`config.mk`:
```
export PLATFORM = sky130hd
export DESIGN_NAME = lru_key_value_cache
export DESIGN_NICKNAME = d
export VERILOG_FILES = /design/src/lkvc_pkg.sv /design/src/lkvc_cell.sv /design/src/lkvc_cfg.sv /design/src/lru_key_value_cache.sv
export SDC_FILE = /design/constraint.sdc
export NUM_CORES = 1
export LEC_CHECK = 0
export CAP_MARGIN = 20
export CORE_MARGIN = 2
export CORE_UTILIZATION = 60
export CTS_CLUSTER_DIAMETER = 50
export DETAILED_ROUTE_END_ITERATION = 8
export DONT_BUFFER_PORTS = 1
export MAX_ROUTING_LAYER = met4
export PLACE_DENSITY_LB_ADDON = 0.2
export SLEW_MARGIN = 25
export SYNTH_ARGS = -nofsm -noshare
export SYNTH_HDL_FRONTEND = slang
export SYNTH_SLANG_ARGS = --single-unit
export TNS_END_PERCENT = 5
```
`constraint.sdc`:
```
create_clock -name clk -period 6.9 [get_ports clk]
set_clock_uncertainty 0.2 [all_clocks]
set_input_delay 1.035 -clock clk [delete_from_list [all_inputs] [get_ports clk]]
set_output_delay 1.035 -clock clk [all_outputs]
set_load 0.02 [all_outputs]
```
`src/lkvc_pkg.sv`:
```
package lkvc_pkg;

	localparam int KEY_W  = 16;
	localparam int VAL_W  = 16;
	localparam int CAP_W  = 5;
	localparam int ADDR_W = 3;
	localparam int DATA_W = 32;

	localparam logic OP_GET = 1'b0;
	localparam logic OP_PUT = 1'b1;

	// word index of the capacity register (paddr bit 2)
	localparam logic REG_CAPACITY = 1'b0;

	localparam logic [CAP_W-1:0] CAP_RESET = 5'd16;

	typedef struct packed {
		logic             valid;
		logic [KEY_W-1:0] key;
		logic [VAL_W-1:0] value;
	} entry_t;

	// running result of the lookup wave, one hop per cell per cycle
	typedef struct packed {
		logic             found;
		logic [VAL_W-1:0] value;
		logic [KEY_W-1:0] tail_key;
	} scan_t;

	typedef enum logic [1:0] {
		MODE_HOLD,
		MODE_HIT,
		MODE_INSERT,
		MODE_EVICT
	} mode_t;

	typedef struct packed {
		logic  apply;
		mode_t mode;
	} ctl_t;

	typedef enum logic {
		ST_IDLE,
		ST_SCAN
	} state_t;

endpackage

```
`src/lkvc_cell.sv`:
```
module lkvc_cell (
	input  logic                      clk,
	input  logic                      arst_n,
	input  logic [lkvc_pkg::KEY_W-1:0] req_key,
	input  lkvc_pkg::ctl_t            ctl,
	input  lkvc_pkg::entry_t          left_entry,
	input  lkvc_pkg::scan_t           left_scan,
	output lkvc_pkg::entry_t          entry,
	output lkvc_pkg::scan_t           scan
);

	logic                       valid_q;
	logic [lkvc_pkg::KEY_W-1:0] key_q;
	logic [lkvc_pkg::VAL_W-1:0] value_q;
	lkvc_pkg::scan_t            scan_q;
	lkvc_pkg::scan_t            scan_d;
	logic                       match;
	logic                       shift;

	always_comb begin
		match           = valid_q && (key_q == req_key);
		scan_d.found    = left_scan.found | match;
		// first match wins; cells left of it have no match
		scan_d.value    = left_scan.found ? left_scan.value : value_q;
		// valid entries are packed from the head, so the last valid key is the oldest
		scan_d.tail_key = valid_q ? key_q : left_scan.tail_key;
	end

	always_comb begin
		case (ctl.mode)
			lkvc_pkg::MODE_HIT:    shift = !left_scan.found;
			lkvc_pkg::MODE_INSERT: shift = left_entry.valid;
			lkvc_pkg::MODE_EVICT:  shift = valid_q;
			default:               shift = 1'b0;
		endcase
	end

	always_ff @(posedge clk or negedge arst_n) begin
		if (!arst_n) begin
			valid_q <= 1'b0;
		end else if (ctl.apply && shift) begin
			valid_q <= left_entry.valid;
		end
	end

	always_ff @(posedge clk) begin
		if (ctl.apply && shift) begin
			key_q   <= left_entry.key;
			value_q <= left_entry.value;
		end
	end

	always_ff @(posedge clk) begin
		scan_q <= scan_d;
	end

	assign entry.valid = valid_q;
	assign entry.key   = key_q;
	assign entry.value = value_q;
	assign scan        = scan_q;

endmodule

```
`src/lkvc_cfg.sv`:
```
module lkvc_cfg #(
	parameter int CAPACITY = 16,
	parameter int CNT_W    = 5
) (
	input  logic                        clk,
	input  logic                        arst_n,
	input  logic                        psel,
	input  logic                        penable,
	input  logic                        pwrite,
	input  logic [lkvc_pkg::ADDR_W-1:0] paddr,
	input  logic [lkvc_pkg::DATA_W-1:0] pwdata,
	output logic [lkvc_pkg::DATA_W-1:0] prdata,
	output logic                        pready,
	input  logic [CNT_W-1:0]            count,
	output logic                        at_capacity
);

	localparam int EW = (CNT_W > lkvc_pkg::CAP_W) ? CNT_W : lkvc_pkg::CAP_W;

	logic [lkvc_pkg::CAP_W-1:0] capacity_q;
	logic [EW-1:0]              cap_ext;
	logic [EW-1:0]              eff_cap;
	logic [EW-1:0]              count_ext;
	logic                       reg_sel;

	assign reg_sel = (paddr[2] == lkvc_pkg::REG_CAPACITY);
	assign pready  = 1'b1;

	always_ff @(posedge clk or negedge arst_n) begin
		if (!arst_n) begin
			capacity_q <= lkvc_pkg::CAP_RESET;
		end else if (psel && penable && pwrite && pready && reg_sel) begin
			capacity_q <= pwdata[lkvc_pkg::CAP_W-1:0];
		end
	end

	always_comb begin
		prdata = '0;
		if (reg_sel) begin
			prdata = {{(lkvc_pkg::DATA_W-lkvc_pkg::CAP_W){1'b0}}, capacity_q};
		end
	end

	// zero acts as one, anything above the cell count acts as the cell count
	always_comb begin
		cap_ext   = EW'(capacity_q);
		count_ext = EW'(count);
		if (capacity_q == '0) begin
			eff_cap = EW'(1);
		end else if (cap_ext > EW'(CAPACITY)) begin
			eff_cap = EW'(CAPACITY);
		end else begin
			eff_cap = cap_ext;
		end
		at_capacity = (count_ext >= eff_cap);
	end

endmodule

```
`src/lru_key_value_cache.sv`:
```
// result: registered once the lookup wave has crossed the chain and any earlier
//   result has been accepted; a new request is taken only when idle, and the wave
//   steps one cell per cycle down the chain of CAPACITY cells before the update
// entries are kept in recency order, head cell most recent
// reset: async active low, store empty, capacity register 16, no clearing pass
module lru_key_value_cache #(
	parameter int CAPACITY = 16
) (
	input  logic                        clk,
	input  logic                        arst_n,
	input  logic                        in_valid,
	output logic                        in_ready,
	input  logic                        op,
	input  logic [lkvc_pkg::KEY_W-1:0]  key,
	input  logic [lkvc_pkg::VAL_W-1:0]  value,
	output logic                        out_valid,
	input  logic                        out_ready,
	output logic                        hit,
	output logic [lkvc_pkg::VAL_W-1:0]  read_value,
	output logic                        evicted,
	output logic [lkvc_pkg::KEY_W-1:0]  evicted_key,
	input  logic                        psel,
	input  logic                        penable,
	input  logic                        pwrite,
	input  logic [lkvc_pkg::ADDR_W-1:0] paddr,
	input  logic [lkvc_pkg::DATA_W-1:0] pwdata,
	output logic [lkvc_pkg::DATA_W-1:0] prdata,
	output logic                        pready
);

	localparam int CNT_W = $clog2(CAPACITY + 1);

	lkvc_pkg::state_t           state_q;
	lkvc_pkg::state_t           state_d;
	logic [CNT_W-1:0]           cnt_q;
	logic [CNT_W-1:0]           count_q;
	logic                       op_q;
	logic [lkvc_pkg::KEY_W-1:0] key_q;
	logic [lkvc_pkg::VAL_W-1:0] value_q;

	logic                       out_valid_q;
	logic                       hit_q;
	logic [lkvc_pkg::VAL_W-1:0] read_value_q;
	logic                       evicted_q;
	logic [lkvc_pkg::KEY_W-1:0] evicted_key_q;

	logic                       at_capacity;
	logic                       finish;
	lkvc_pkg::ctl_t             ctl;
	lkvc_pkg::entry_t           head;
	lkvc_pkg::scan_t            scan_init;
	lkvc_pkg::scan_t            fin;

	lkvc_pkg::entry_t           cell_entry [CAPACITY];
	lkvc_pkg::scan_t            cell_scan  [CAPACITY];

	lkvc_cfg #(
		.CAPACITY (CAPACITY),
		.CNT_W    (CNT_W)
	) u_cfg (
		.clk         (clk),
		.arst_n      (arst_n),
		.psel        (psel),
		.penable     (penable),
		.pwrite      (pwrite),
		.paddr       (paddr),
		.pwdata      (pwdata),
		.prdata      (prdata),
		.pready      (pready),
		.count       (count_q),
		.at_capacity (at_capacity)
	);

	assign scan_init = '0;
	assign fin       = cell_scan[CAPACITY-1];

	genvar gi;
	generate
		for (gi = 0; gi < CAPACITY; gi++) begin : g_cell
			if (gi == 0) begin : g_head
				lkvc_cell u_cell (
					.clk        (clk),
					.arst_n     (arst_n),
					.req_key    (key_q),
					.ctl        (ctl),
					.left_entry (head),
					.left_scan  (scan_init),
					.entry      (cell_entry[gi]),
					.scan       (cell_scan[gi])
				);
			end else begin : g_body
				lkvc_cell u_cell (
					.clk        (clk),
					.arst_n     (arst_n),
					.req_key    (key_q),
					.ctl        (ctl),
					.left_entry (cell_entry[gi-1]),
					.left_scan  (cell_scan[gi-1]),
					.entry      (cell_entry[gi]),
					.scan       (cell_scan[gi])
				);
			end
		end
	endgenerate

	// wave has reached the last cell once cnt_q counts CAPACITY
	always_comb begin
		state_d  = state_q;
		in_ready = 1'b0;
		finish   = 1'b0;
		case (state_q)
			lkvc_pkg::ST_IDLE: begin
				in_ready = 1'b1;
				if (in_valid) begin
					state_d = lkvc_pkg::ST_SCAN;
				end
			end
			lkvc_pkg::ST_SCAN: begin
				if ((cnt_q == CNT_W'(CAPACITY)) && (!out_valid_q || out_ready)) begin
					finish  = 1'b1;
					state_d = lkvc_pkg::ST_IDLE;
				end
			end
			default: begin
				state_d = lkvc_pkg::ST_IDLE;
			end
		endcase
	end

	always_comb begin
		ctl.apply = finish;
		if (fin.found) begin
			ctl.mode = lkvc_pkg::MODE_HIT;
		end else if (op_q == lkvc_pkg::OP_PUT) begin
			ctl.mode = at_capacity ? lkvc_pkg::MODE_EVICT : lkvc_pkg::MODE_INSERT;
		end else begin
			ctl.mode = lkvc_pkg::MODE_HOLD;
		end
		head.valid = 1'b1;
		head.key   = key_q;
		head.value = (op_q == lkvc_pkg::OP_PUT) ? value_q : fin.value;
	end

	always_ff @(posedge clk or negedge arst_n) begin
		if (!arst_n) begin
			state_q <= lkvc_pkg::ST_IDLE;
			cnt_q   <= '0;
			count_q <= '0;
		end else begin
			state_q <= state_d;
			if (in_valid && in_ready) begin
				cnt_q <= '0;
			end else if (state_q == lkvc_pkg::ST_SCAN && cnt_q != CNT_W'(CAPACITY)) begin
				cnt_q <= cnt_q + CNT_W'(1);
			end
			if (finish && ctl.mode == lkvc_pkg::MODE_INSERT) begin
				count_q <= count_q + CNT_W'(1);
			end
		end
	end

	always_ff @(posedge clk) begin
		if (in_valid && in_ready) begin
			op_q    <= op;
			key_q   <= key;
			value_q <= value;
		end
	end

	always_ff @(posedge clk or negedge arst_n) begin
		if (!arst_n) begin
			out_valid_q <= 1'b0;
		end else if (finish) begin
			out_valid_q <= 1'b1;
		end else if (out_ready) begin
			out_valid_q <= 1'b0;
		end
	end

	always_ff @(posedge clk) begin
		if (finish) begin
			hit_q         <= fin.found;
			read_value_q  <= (fin.found && op_q == lkvc_pkg::OP_GET) ? fin.value : '0;
			evicted_q     <= (ctl.mode == lkvc_pkg::MODE_EVICT);
			evicted_key_q <= (ctl.mode == lkvc_pkg::MODE_EVICT) ? fin.tail_key : '0;
		end
	end

	assign out_valid   = out_valid_q;
	assign hit         = hit_q;
	assign read_value  = read_value_q;
	assign evicted     = evicted_q;
	assign evicted_key = evicted_key_q;

endmodule

```
==> qor.csv, run 1 <==
metric,value,unit
initial_core_util,60.3,%
fin_nets,2499,
ios,144,
die_w,261,um
layout_common_cells,"edfxtp_1, dfxtp_1, mux2_2",
worst-path-max-fanout,32,
syn_inst,2382,
yosys_warnings,0,
avgSynthCellArea,16.6,um2
tritoncts,yes,
slew-limit-headroom,32.9,%
hold_depth,0,
clockBufferDepth,3,
finalHoldWorstSlack,0.164,ns
die-area,0.0679,mm2
detail_route.first_pass.iterations,4,
clk_pin_slew_worst_paths,0.06,ns
fillers,4234,
crit_arrival,4.28,ns
layout_commonest_cell,edfxtp_1,
setup_viol,0,
yosysTopAreaCellShare,44.0,%
slew_viol_final,0,
gp_congestion,0.830,
synth_seq_cells,1140,
period_share,60.9,%
clk_latency,0.66,ns
drive_gt1_share,28.5,%
totalWireLength,64.9,mm
required,6.97,ns
ant_nets,0,
rsz0062_at_grt,no,
netlist_area,0.0395,mm2
hold_buffers,2,
fp.dieH,261,um
crit_type,flop to flop,
coreArea,0.0655,mm2
grtUsageTotal,20.1,%
vias,17500,
drt_iter0_drc,718,
area_growth,12.0,%
drv_cap,0,
grt_start_max_net_pins,49,
regArea,0.0288,mm2
critPathLaunchType,flop,
numCtsBuffers,110,
antenna_found_initial,5,
synth_top_cell_by_area,edfxtp_1,
status,"complete, no violations",
final.min_clock_period,4.20,ns
design_area,0.0443,mm2
synth-seq-area-share,72.9,%
total_power,0.0162,W
avgViaCountPerCell,5.17,
ctsResizeCount,0,
synth_area_leaders,"edfxtp_1, dfxtp_1, mux2_2, xor2_1, dfrtp_1",
grt_overflow,0,
tns,0,ns
drc,0,
rr_worst_depth,11,
multiInputGateArea,0.0102,mm2
post_cts_buffers,0,
hold_viol,0,
placed_area,0.0403,mm2
leakage,15.7,nW
wl_per_cell,19.2,um
maxClockFrequency,238,MHz
grt_pass1_vias,18700,
grt_pass1_wl,102,mm
hold_class,flop to flop,
power_density,365,mW/mm2
peakVddDrop,0.239,mV
cts-htree-levels,3,
rows,94,
cp-end-kind,flop,
hpwl,44.3,mm
cts_root_buf,clkbuf_16,
cts.sinks,1140,
tightest_slew,1.00,ns
port_buffers,0,
synth.distinct_cells,37,
-- metal layers --
| layer | vias up | wire length (um) | global-route usage, % |
|---|---|---|---|
| met4 | 0 | 1700 | 7.30 |
| met1 | 8468 | 28700 | 25.2 |
| li1 | 8559 | - | - |
| met2 | 309 | 32200 | 33.1 |
| met3 | 115 | 2230 | 3.37 |
| met5 | - | 0 | - |
-- cell usage after synthesis --
master	instances
a211oi_1	1
xnor2_1	31
dfstp_2	1
nor3_1	16
conb_1	2
and4bb_1	1
xor2_1	231
o31a_1	16
clkbuf_1	53
a21o_1	2
o21ai_0	19
and3_1	3
nor2b_1	21
buf_4	35
dfxtp_1	528
inv_1	23
o21bai_1	16
and2_1	48
buf_2	50
nor4_1	47
nand2_1	26
a21oi_1	17
o2111ai_1	1
mux2i_1	1
buf_6	3
mux2_2	502
nor3b_1	1
nand2b_1	3
a22oi_1	15
dfrtp_1	32
o31ai_1	1
nand3_1	36
edfxtp_1	579
nand4b_1	1
ha_1	10
nand4_1	4
nor2_1	6
-- critical path: stages (launching register included) --
cell      delay [ns]
dfrtp_1         0.40
nor3_1          0.19
nor2_1          0.05
nor2_1          0.09
ha_1            0.23
nand2b_1        0.14
a21o_1          0.18
a211oi_1        0.35
o31a_1          0.21
ha_2            0.59
a22oi_1         0.29
a21oi_4         0.87
-- sequential cells by signal, summed over array words and instances (netlist names), 5 cells and up --
name and cells:
g_cell.g_body.u_cell.scan 495, g_cell.g_body.u_cell.key_q 240, g_cell.g_body.u_cell.value_q 240, g_cell.g_head.u_cell.scan 33, evicted_key 16, g_cell.g_head.u_cell.key_q 16, g_cell.g_head.u_cell.value_q 16, key_q 16
read_value 16, value_q 16, g_cell.g_body.u_cell.valid_q 15, cnt_q 5, count_q 5, u_cfg.cap_ext 5
-- power by group --
part | total (W) | leakage (nW) | internal [W] | switching (W)
clock | 0.00587 | 1.76 | 0.00345 | 0.00242
combinational | 0.00170 | 3.81 | 0.00103 | 0.000672
sequential | 0.00860 | 10.1 | 0.00803 | 0.000567
total | 0.0162 | 15.7 | 0.0125 | 0.00366
-- cell type report --
class                      count  area share (%)
multi-input combinational   1104            23.0
sequential                  1140            65.0
antenna                        2          0.0113
timing repair buffer          35            1.05
clock buffer                 180            7.50
tap                          864            2.44
clock inverter                29           0.744
inverter                      23           0.195
-- stage by stage --
stage          utilization, %  setup WS, ns  cells
3_3_place_gp             61.5          2.32   3152
2_1_floorplan               -          2.46   2408
5_1_grt                  67.5          2.35   3375
4_1_cts                  67.2          2.23   3364
3_5_place_dp             61.5          2.28   3153
6_report                 67.5          2.70   3377
-- cell families after synthesis --
kind of cell | synth area share, %
fa+ha+maj | 0.317
flops | 72.9
buf+inv | 2.11
compound gates | 1.50
simple gates | 3.03
other cells | 0.0190
mux | 14.3
xor+xnor | 5.81
-- final timing paths --
path	end	from	slack [ns]
worst min register to register	g_cell[0].g_head.u_cell.scan[28]$_DFF_P_	g_cell[0].g_head.u_cell.value_q[12]$_DFFE_PP_	0.16
min in group asynchronous	g_cell[15].g_body.u_cell.valid_q$_DFFE_PN0P_	arst_n	0.70
worst max register to register	g_cell[7].g_body.u_cell.key_q[2]$_DFFE_PP_	u_cfg.cap_ext[1]$_DFFE_PN0P_	2.70
max in group asynchronous	u_cfg.cap_ext[4]$_DFFE_PN1P_	arst_n	5.52
worst max-delay path	g_cell[7].g_body.u_cell.key_q[2]$_DFFE_PP_	u_cfg.cap_ext[1]$_DFFE_PN0P_	2.70
worst min-delay path	g_cell[0].g_head.u_cell.scan[28]$_DFF_P_	g_cell[0].g_head.u_cell.value_q[12]$_DFFE_PP_	0.16
(Power assumes the default switching activity.)
==> run 2, diff against run 1 <==
Clock period 6.9 ns to 4.1 ns, I/O delays scaled along.
==> qor.csv, run 2 (same netlist as run 1, synthesis figures left out) <==
metric,value,unit,change
setup_viol,0,,unchanged
coreArea,0.0655,mm2,unchanged
power_density,620,mW/mm2,+70%
clockBufferDepth,3,,unchanged
drive_gt1_share,29.2,%,+0.72 points
port_buffers,0,,unchanged
pwr-share-seq,52.0,%,-1.2 points
setup_ws,0.651,ns,-2.05 ns
rr_endpoint,g_cell[15].g_body.u_cell.value_q[6]$_DFFE_PP_,,
grt_pass1_vias,18900,,+1.4%
drt_iter0_drc,918,,+28%
drt-met1-wl,28.9,mm,+0.60%
wl_per_cell,19.2,um,about the same
crit_chain,nor3_1 -> nor2_1 -> nor2_1 -> ha_1 -> nand2b_1 -> a21o_1 -> a211oi_1 -> o31a_1 -> ha_1 -> buf_12 -> a22oi_1 -> a21oi_4 -> buf_12,,
required,4.24,ns,-2.73 ns
swShare,22.6,%,-0.038 points
leakage,16.0,nW,+2.5%
clkPwrFrac,37.8,%,+1.5 points
p_switching,0.00631,W,+73%
tightest_slew,1.00,ns,-0.0000976 ns
critPathLaunchType,flop,,
internal_power,0.0216,W,+73%
drv_cap,0,,unchanged
cts-htree-levels,3,,unchanged
cts_root_buf,clkbuf_16,,
die_w,261,um,unchanged
hp-start,in_valid,,
clk_latency,0.66,ns,about the same
die-area,0.0679,mm2,unchanged
numCtsBuffers,113,,+2.7%
detail_route.first_pass.iterations,7,,+3
avgViaCountPerCell,5.15,,-0.31%
vias,17700,,+1.5%
rows,94,,unchanged
layout_common_cells,"edfxtp_1, dfxtp_1, mux2_2",,
rrSetupSlack,0.65,ns,-2.05 ns
hold_class,primary input to flop,,
status,"complete, no violations",,
totalWireLength,66.1,mm,+1.9%
highest_layer,met4,,
grtUsageTotal,20.6,%,+0.46 points
layout_commonest_cell,edfxtp_1,,
maxClockFrequency,290,MHz,+22%
hold_depth,3,,+3
worst-path-max-fanout,32,,unchanged
period_share,84.1,%,+23 points
combPwrFrac,10.2,%,-0.3 points
crit_type,flop to flop,,
pre_cts_ws,0.682,ns,-1.60 ns
post_cts_buffers,0,,unchanged
grt_overflow,0,,unchanged
largest_reg_flops,495,,unchanged
tns,0,ns,unchanged
cp-end-kind,flop,,
antenna_found_initial,6,,+1
initial_core_util,60.3,%,unchanged
fin_nets,2557,,+2.3%
wl_met2,32.4,mm,+0.33%
hold_end,cnt_q[4]$_DFFE_PN0P_,,
area_growth,14.0,%,
cts.sinks,1140,,unchanged
rsz0062_at_grt,no,,
ctsResizeCount,0,,unchanged
clk_pin_slew_worst_paths,0.06,ns,about the same
rr_worst_depth,13,,+2
hold_viol,0,,unchanged
drc,0,,unchanged
ios,144,,unchanged
final.min_clock_period,3.45,ns,-0.753 ns
peakVddDrop,0.472,mV,+98%
ant_nets,0,,unchanged
slew_viol_final,0,,unchanged
grt_pass1_wl,104,mm,+2.1%
cp_slowest_cell,dfrtp_1,,
r2r_start,u_cfg.cap_ext[1]$_DFFE_PN0P_,,
hpwl,45.6,mm,+3.1%
crit_arrival,3.59,ns,-0.69 ns
tritoncts,yes,,
grt_start_max_net_pins,49,,unchanged
fp.dieH,261,um,unchanged
slew-limit-headroom,33.1,%,+0.16 points
gp_congestion,0.852,,+2.6%
routed-wl-met3,2.72,mm,+22%
cpPeakStageDelay,0.40,ns,-0.47 ns
run 2: changes by cell type in the layout (fill, tap and decap cells not counted), moves of 9 or more:
cell	before	now
dlygate4sd3_1	1	40
clkbuf_1	44	22
buf_4	21	35
buf_12	0	13
bufinv_16	4	13
run 2: worst max-delay path, delay by kind of cell (launching register included):
family / cells / cell delay [ns]
AO/OA/AOI/OAI: 5 / 1.09
adder cells (fa/ha/maj): 2 / 0.49
buffers and inverters: 2 / 0.43
flip-flops: 1 / 0.40
AND/OR/NAND/NOR: 4 / 0.49
run 2: repair_timing:
item | in CTS | in global routing
endpoints found under the hold margin | 73 | 0
hold buffers | 41 | 0
setup endpoints to repair | 0 | 0
run 2: how the worst max path moves through the flow:
stage	startpoint	to	slack [ns]	depth (start not counted)
after detailed placement	u_cfg.cap_ext[1]$_DFFE_PN0P_	g_cell[3].g_body.u_cell.value_q[7]$_DFFE_PP_	0.68	13
after CTS	u_cfg.cap_ext[1]$_DFFE_PN0P_	g_cell[5].g_body.u_cell.key_q[4]$_DFFE_PP_	0.65	13
after floorplan	u_cfg.cap_ext[1]$_DFFE_PN0P_	g_cell[11].g_body.u_cell.key_q[0]$_DFFE_PP_	-0.34	13
after global placement	u_cfg.cap_ext[1]$_DFFE_PN0P_	g_cell[3].g_body.u_cell.value_q[11]$_DFFE_PP_	0.63	13
after global routing	u_cfg.cap_ext[2]$_DFFE_PN0P_	g_cell[3].g_body.u_cell.value_q[10]$_DFFE_PP_	0.34	13
final	u_cfg.cap_ext[1]$_DFFE_PN0P_	g_cell[15].g_body.u_cell.value_q[6]$_DFFE_PP_	0.65	13
run 2: final cells by class:
cell class | instances | area [um2]
sequential | 1140 | 28800
fill | 4201 | 20500
multi-input combinational | 1104 | 10200
clock buffer | 156 | 3220
tap | 864 | 1080
timing repair buffer | 90 | 966
clock inverter | 59 | 709
inverter | 23 | 86.3
antenna | 2 | 5.00
run 2: per-stage QoR:
| step | util, % | std cells | cell area, um2 | hold WS [ns] | total power [W] |
|---|---|---|---|---|---|
| final | 68.7 | 3438 | 45000 | 0.0723 | 0.0279 |
| after CTS | 68.7 | 3435 | 45000 | 0.0290 | 0.0281 |
| after floorplan | - | 2408 | 39600 | 0.119 | 0.0168 |
| after global routing | 68.7 | 3437 | 45000 | 0.0968 | 0.0290 |
| after global placement | 62.1 | 3179 | 40700 | 0.122 | 0.0174 |
| after detailed placement | 62.1 | 3179 | 40700 | 0.122 | 0.0175 |
run 2: routing by layer:
metal,up-vias,GRT usage [%]
met4,0,8.14
met3,148,3.41
met1,8515,25.8
li1,8685,-
met2,364,33.6
met5,-,-
run 2: power groups by stage:
stage / clock network [W] / logic [W] / registers (W)
final: 0.0106 / 0.00284 / 0.0145
after CTS: 0.0107 / 0.00284 / 0.0146
after floorplan: 0 / 0.00265 / 0.0141
after global placement: 0 / 0.00269 / 0.0147
after global routing: 0.0112 / 0.00308 / 0.0147
after detailed placement: 0 / 0.00273 / 0.0148
==> run 3, diff against run 2 <==
Settings changed: CORE_UTILIZATION 60 to 56.
Clock period 4.1 ns to 2.8 ns, I/O delays scaled along.
==> qor.csv, run 3 (same netlist as run 1, synthesis figures left out) <==
metric,value,unit,change
gp_congestion,0.817,,-4.0%
crit_arrival,3.39,ns,-0.20 ns
initial_core_util,56.5,%,-3.8 points
tightest_slew,0.880,ns,-0.123 ns
rows,97,,+3.2%
clk_pin_slew_worst_paths,0.06,ns,about the same
period_share,114,%,+30 points
layout_common_cells,"edfxtp_1, dfxtp_1, mux2_2",,
internal_power,0.0315,W,+46%
clockBufferDepth,3,,unchanged
r2r_start,u_cfg.cap_ext[3]$_DFFE_PN0P_,,
coreArea,0.0699,mm2,+6.7%
antenna_found_initial,2,,-4
pwr-share-seq,51.2,%,-0.8 points
hpwl,49.8,mm,+9.1%
fp.dieH,270,um,+3.5%
crit_type,flop to flop,,
clk_latency,0.67,ns,about the same
cts-htree-levels,3,,unchanged
status,"complete, but fails checks",,
slew_viol_final,0,,unchanged
dpl.cell_count,3331,,+4.8%
ios,144,,unchanged
avgViaCountPerCell,5.05,,-2.1%
total_power,0.0410,W,+47%
finalHoldWorstSlack,0.0370,ns,-0.0353 ns
drc,0,,unchanged
final.min_clock_period,3.20,ns,-0.252 ns
cts.sinks,1140,,unchanged
vias,18100,,+2.4%
worst-path-max-fanout,15,,-53%
fillers,4844,,+15%
final_cells,3596,,+4.6%
insertedDiodeCount,0,,-2
fin_util,65.7,%,-3.1 points
drive_gt1_share,32.6,%,+3.4 points
violations,negative setup slack,,
power_density,893,mW/mm2,+44%
cp-end-kind,flop,,
grtUsageTotal,20.1,%,-0.42 points
grt_start_max_net_pins,48,,-2.0%
swShare,23.2,%,+0.60 points
startpoint,u_cfg.cap_ext[3]$_DFFE_PN0P_,,
slew-limit-headroom,41.3,%,+8.2 points
p_switching,0.00950,W,+51%
detail_route.first_pass.iterations,5,,-2
grt_pass1_vias,19800,,+4.4%
grt_pass1_wl,111,mm,+6.3%
die-area,0.0727,mm2,+7.0%
drv_cap,0,,unchanged
clkPwrFrac,36.9,%,-0.9 points
rsz0062_at_grt,yes,,
hold_class,primary input to asynchronous set/reset pin,,
maxClockFrequency,313,MHz,+7.9%
totalWireLength,70.2,mm,+6.1%
peakVddDrop,0.706,mV,+50%
cts_root_buf,clkbuf_16,,
die_w,270,um,+3.5%
fin_nets,2641,,+3.3%
leakage,16.5,nW,+2.8%
numCtsBuffers,113,,unchanged
port_buffers,0,,unchanged
required,2.99,ns,-1.25 ns
setup_ws,-0.397,ns,-1.05 ns
ant_nets,0,,unchanged
setup_viol,543,,+543
rr_worst_depth,14,,+1
largest_reg_flops,495,,unchanged
layout_commonest_cell,edfxtp_1,,
hold_viol,0,,unchanged
area_growth,16.2,%,
tritoncts,yes,,
wl_per_cell,19.5,um,+1.4%
grt_overflow,0,,unchanged
combPwrFrac,11.9,%,+1.7 points
critPathLaunchType,flop,,
drt_iter0_drc,1068,,+16%
[run 3: per-layer routing]
| layer | up-vias | track usage, % | share of wire [%] | routed length (um) |
|---|---|---|---|---|
| met5 | - | - | 0 | 0 |
| met4 | 0 | 6.75 | 2.7 | 1900 |
| met3 | 141 | 3.36 | 3.4 | 2420 |
| met2 | 297 | 33.7 | 50 | 35000 |
| met1 | 8849 | 25.0 | 44 | 30900 |
| li1 | 8856 | - | - | - |
[run 3: worst paths after layout]
kind,slack [ns],to
min,0.04,count_q[3]$_DFFE_PN0P_
min in group clk,0.17,g_cell[0].g_head.u_cell.scan[16]$_DFF_P_
min reg2reg,0.17,g_cell[0].g_head.u_cell.scan[16]$_DFF_P_
max reg2reg,-0.40,g_cell[3].g_body.u_cell.key_q[2]$_DFFE_PP_
max,-0.40,g_cell[3].g_body.u_cell.key_q[2]$_DFFE_PP_
max in group asynchronous,2.11,u_cfg.cap_ext[4]$_DFFE_PN1P_
[run 3: cell type report]
class | count | area, um2 | area share [%]
Inverter | 23 | 86.3 | 0.188
Clock inverter | 65 | 674 | 1.47
Multi-Input combinational cell | 1104 | 10300 | 22.4
Timing Repair Buffer | 174 | 1730 | 3.76
Tap cell | 940 | 1180 | 2.56
Clock buffer | 150 | 3180 | 6.93
Sequential cell | 1140 | 28800 | 62.7
[run 3: repair_timing]
| item | in CTS | in global routing |
|---|---|---|
| gates resized for setup | 8 | 15 |
| setup buffers | 2 | 0 |
| gates cloned | 1 | 0 |
| endpoints found under the hold margin | 78 | 0 |
| pin swaps | 14 | 2 |
| hold buffers | 47 | 0 |
| endpoints found under the setup margin | 543 | 546 |
[run 3: power by group through the flow]
stage | Sequential, W | Clock, W | Combinational (W)
6_report | 0.0210 | 0.0151 | 0.00488
5_1_grt | 0.0212 | 0.0161 | 0.00528
4_1_cts | 0.0210 | 0.0154 | 0.00486
3_5_place_dp | 0.0213 | 0 | 0.00466
3_3_place_gp | 0.0213 | 0 | 0.00458
2_1_floorplan | 0.0206 | 0 | 0.00397
[run 3: stage by stage]
| stage | TNS [ns] | cell area, um2 | worst slack (ns) |
|---|---|---|---|
| CTS | -135.36 | 45900 | -0.311 |
| global placement | -172.69 | 41400 | -0.383 |
| finish | -170.78 | 45900 | -0.397 |
| detailed placement | -187.16 | 41400 | -0.414 |
| global route | -272.75 | 45900 | -0.567 |
| floorplan | -199.29 | 39800 | -0.424 |
[run 3: worst max-delay path: stages (launching register included)]
cell	delay (ns)
dfrtp_1	0.40
nor3_2	0.22
nor2_1	0.07
nor2_1	0.13
ha_1	0.25
nand2b_4	0.13
a21o_1	0.18
a211oi_2	0.21
o31a_1	0.19
ha_4	0.16
buf_12	0.16
a22oi_2	0.11
a21oi_4	0.19
buf_4	0.17
buf_16	0.14
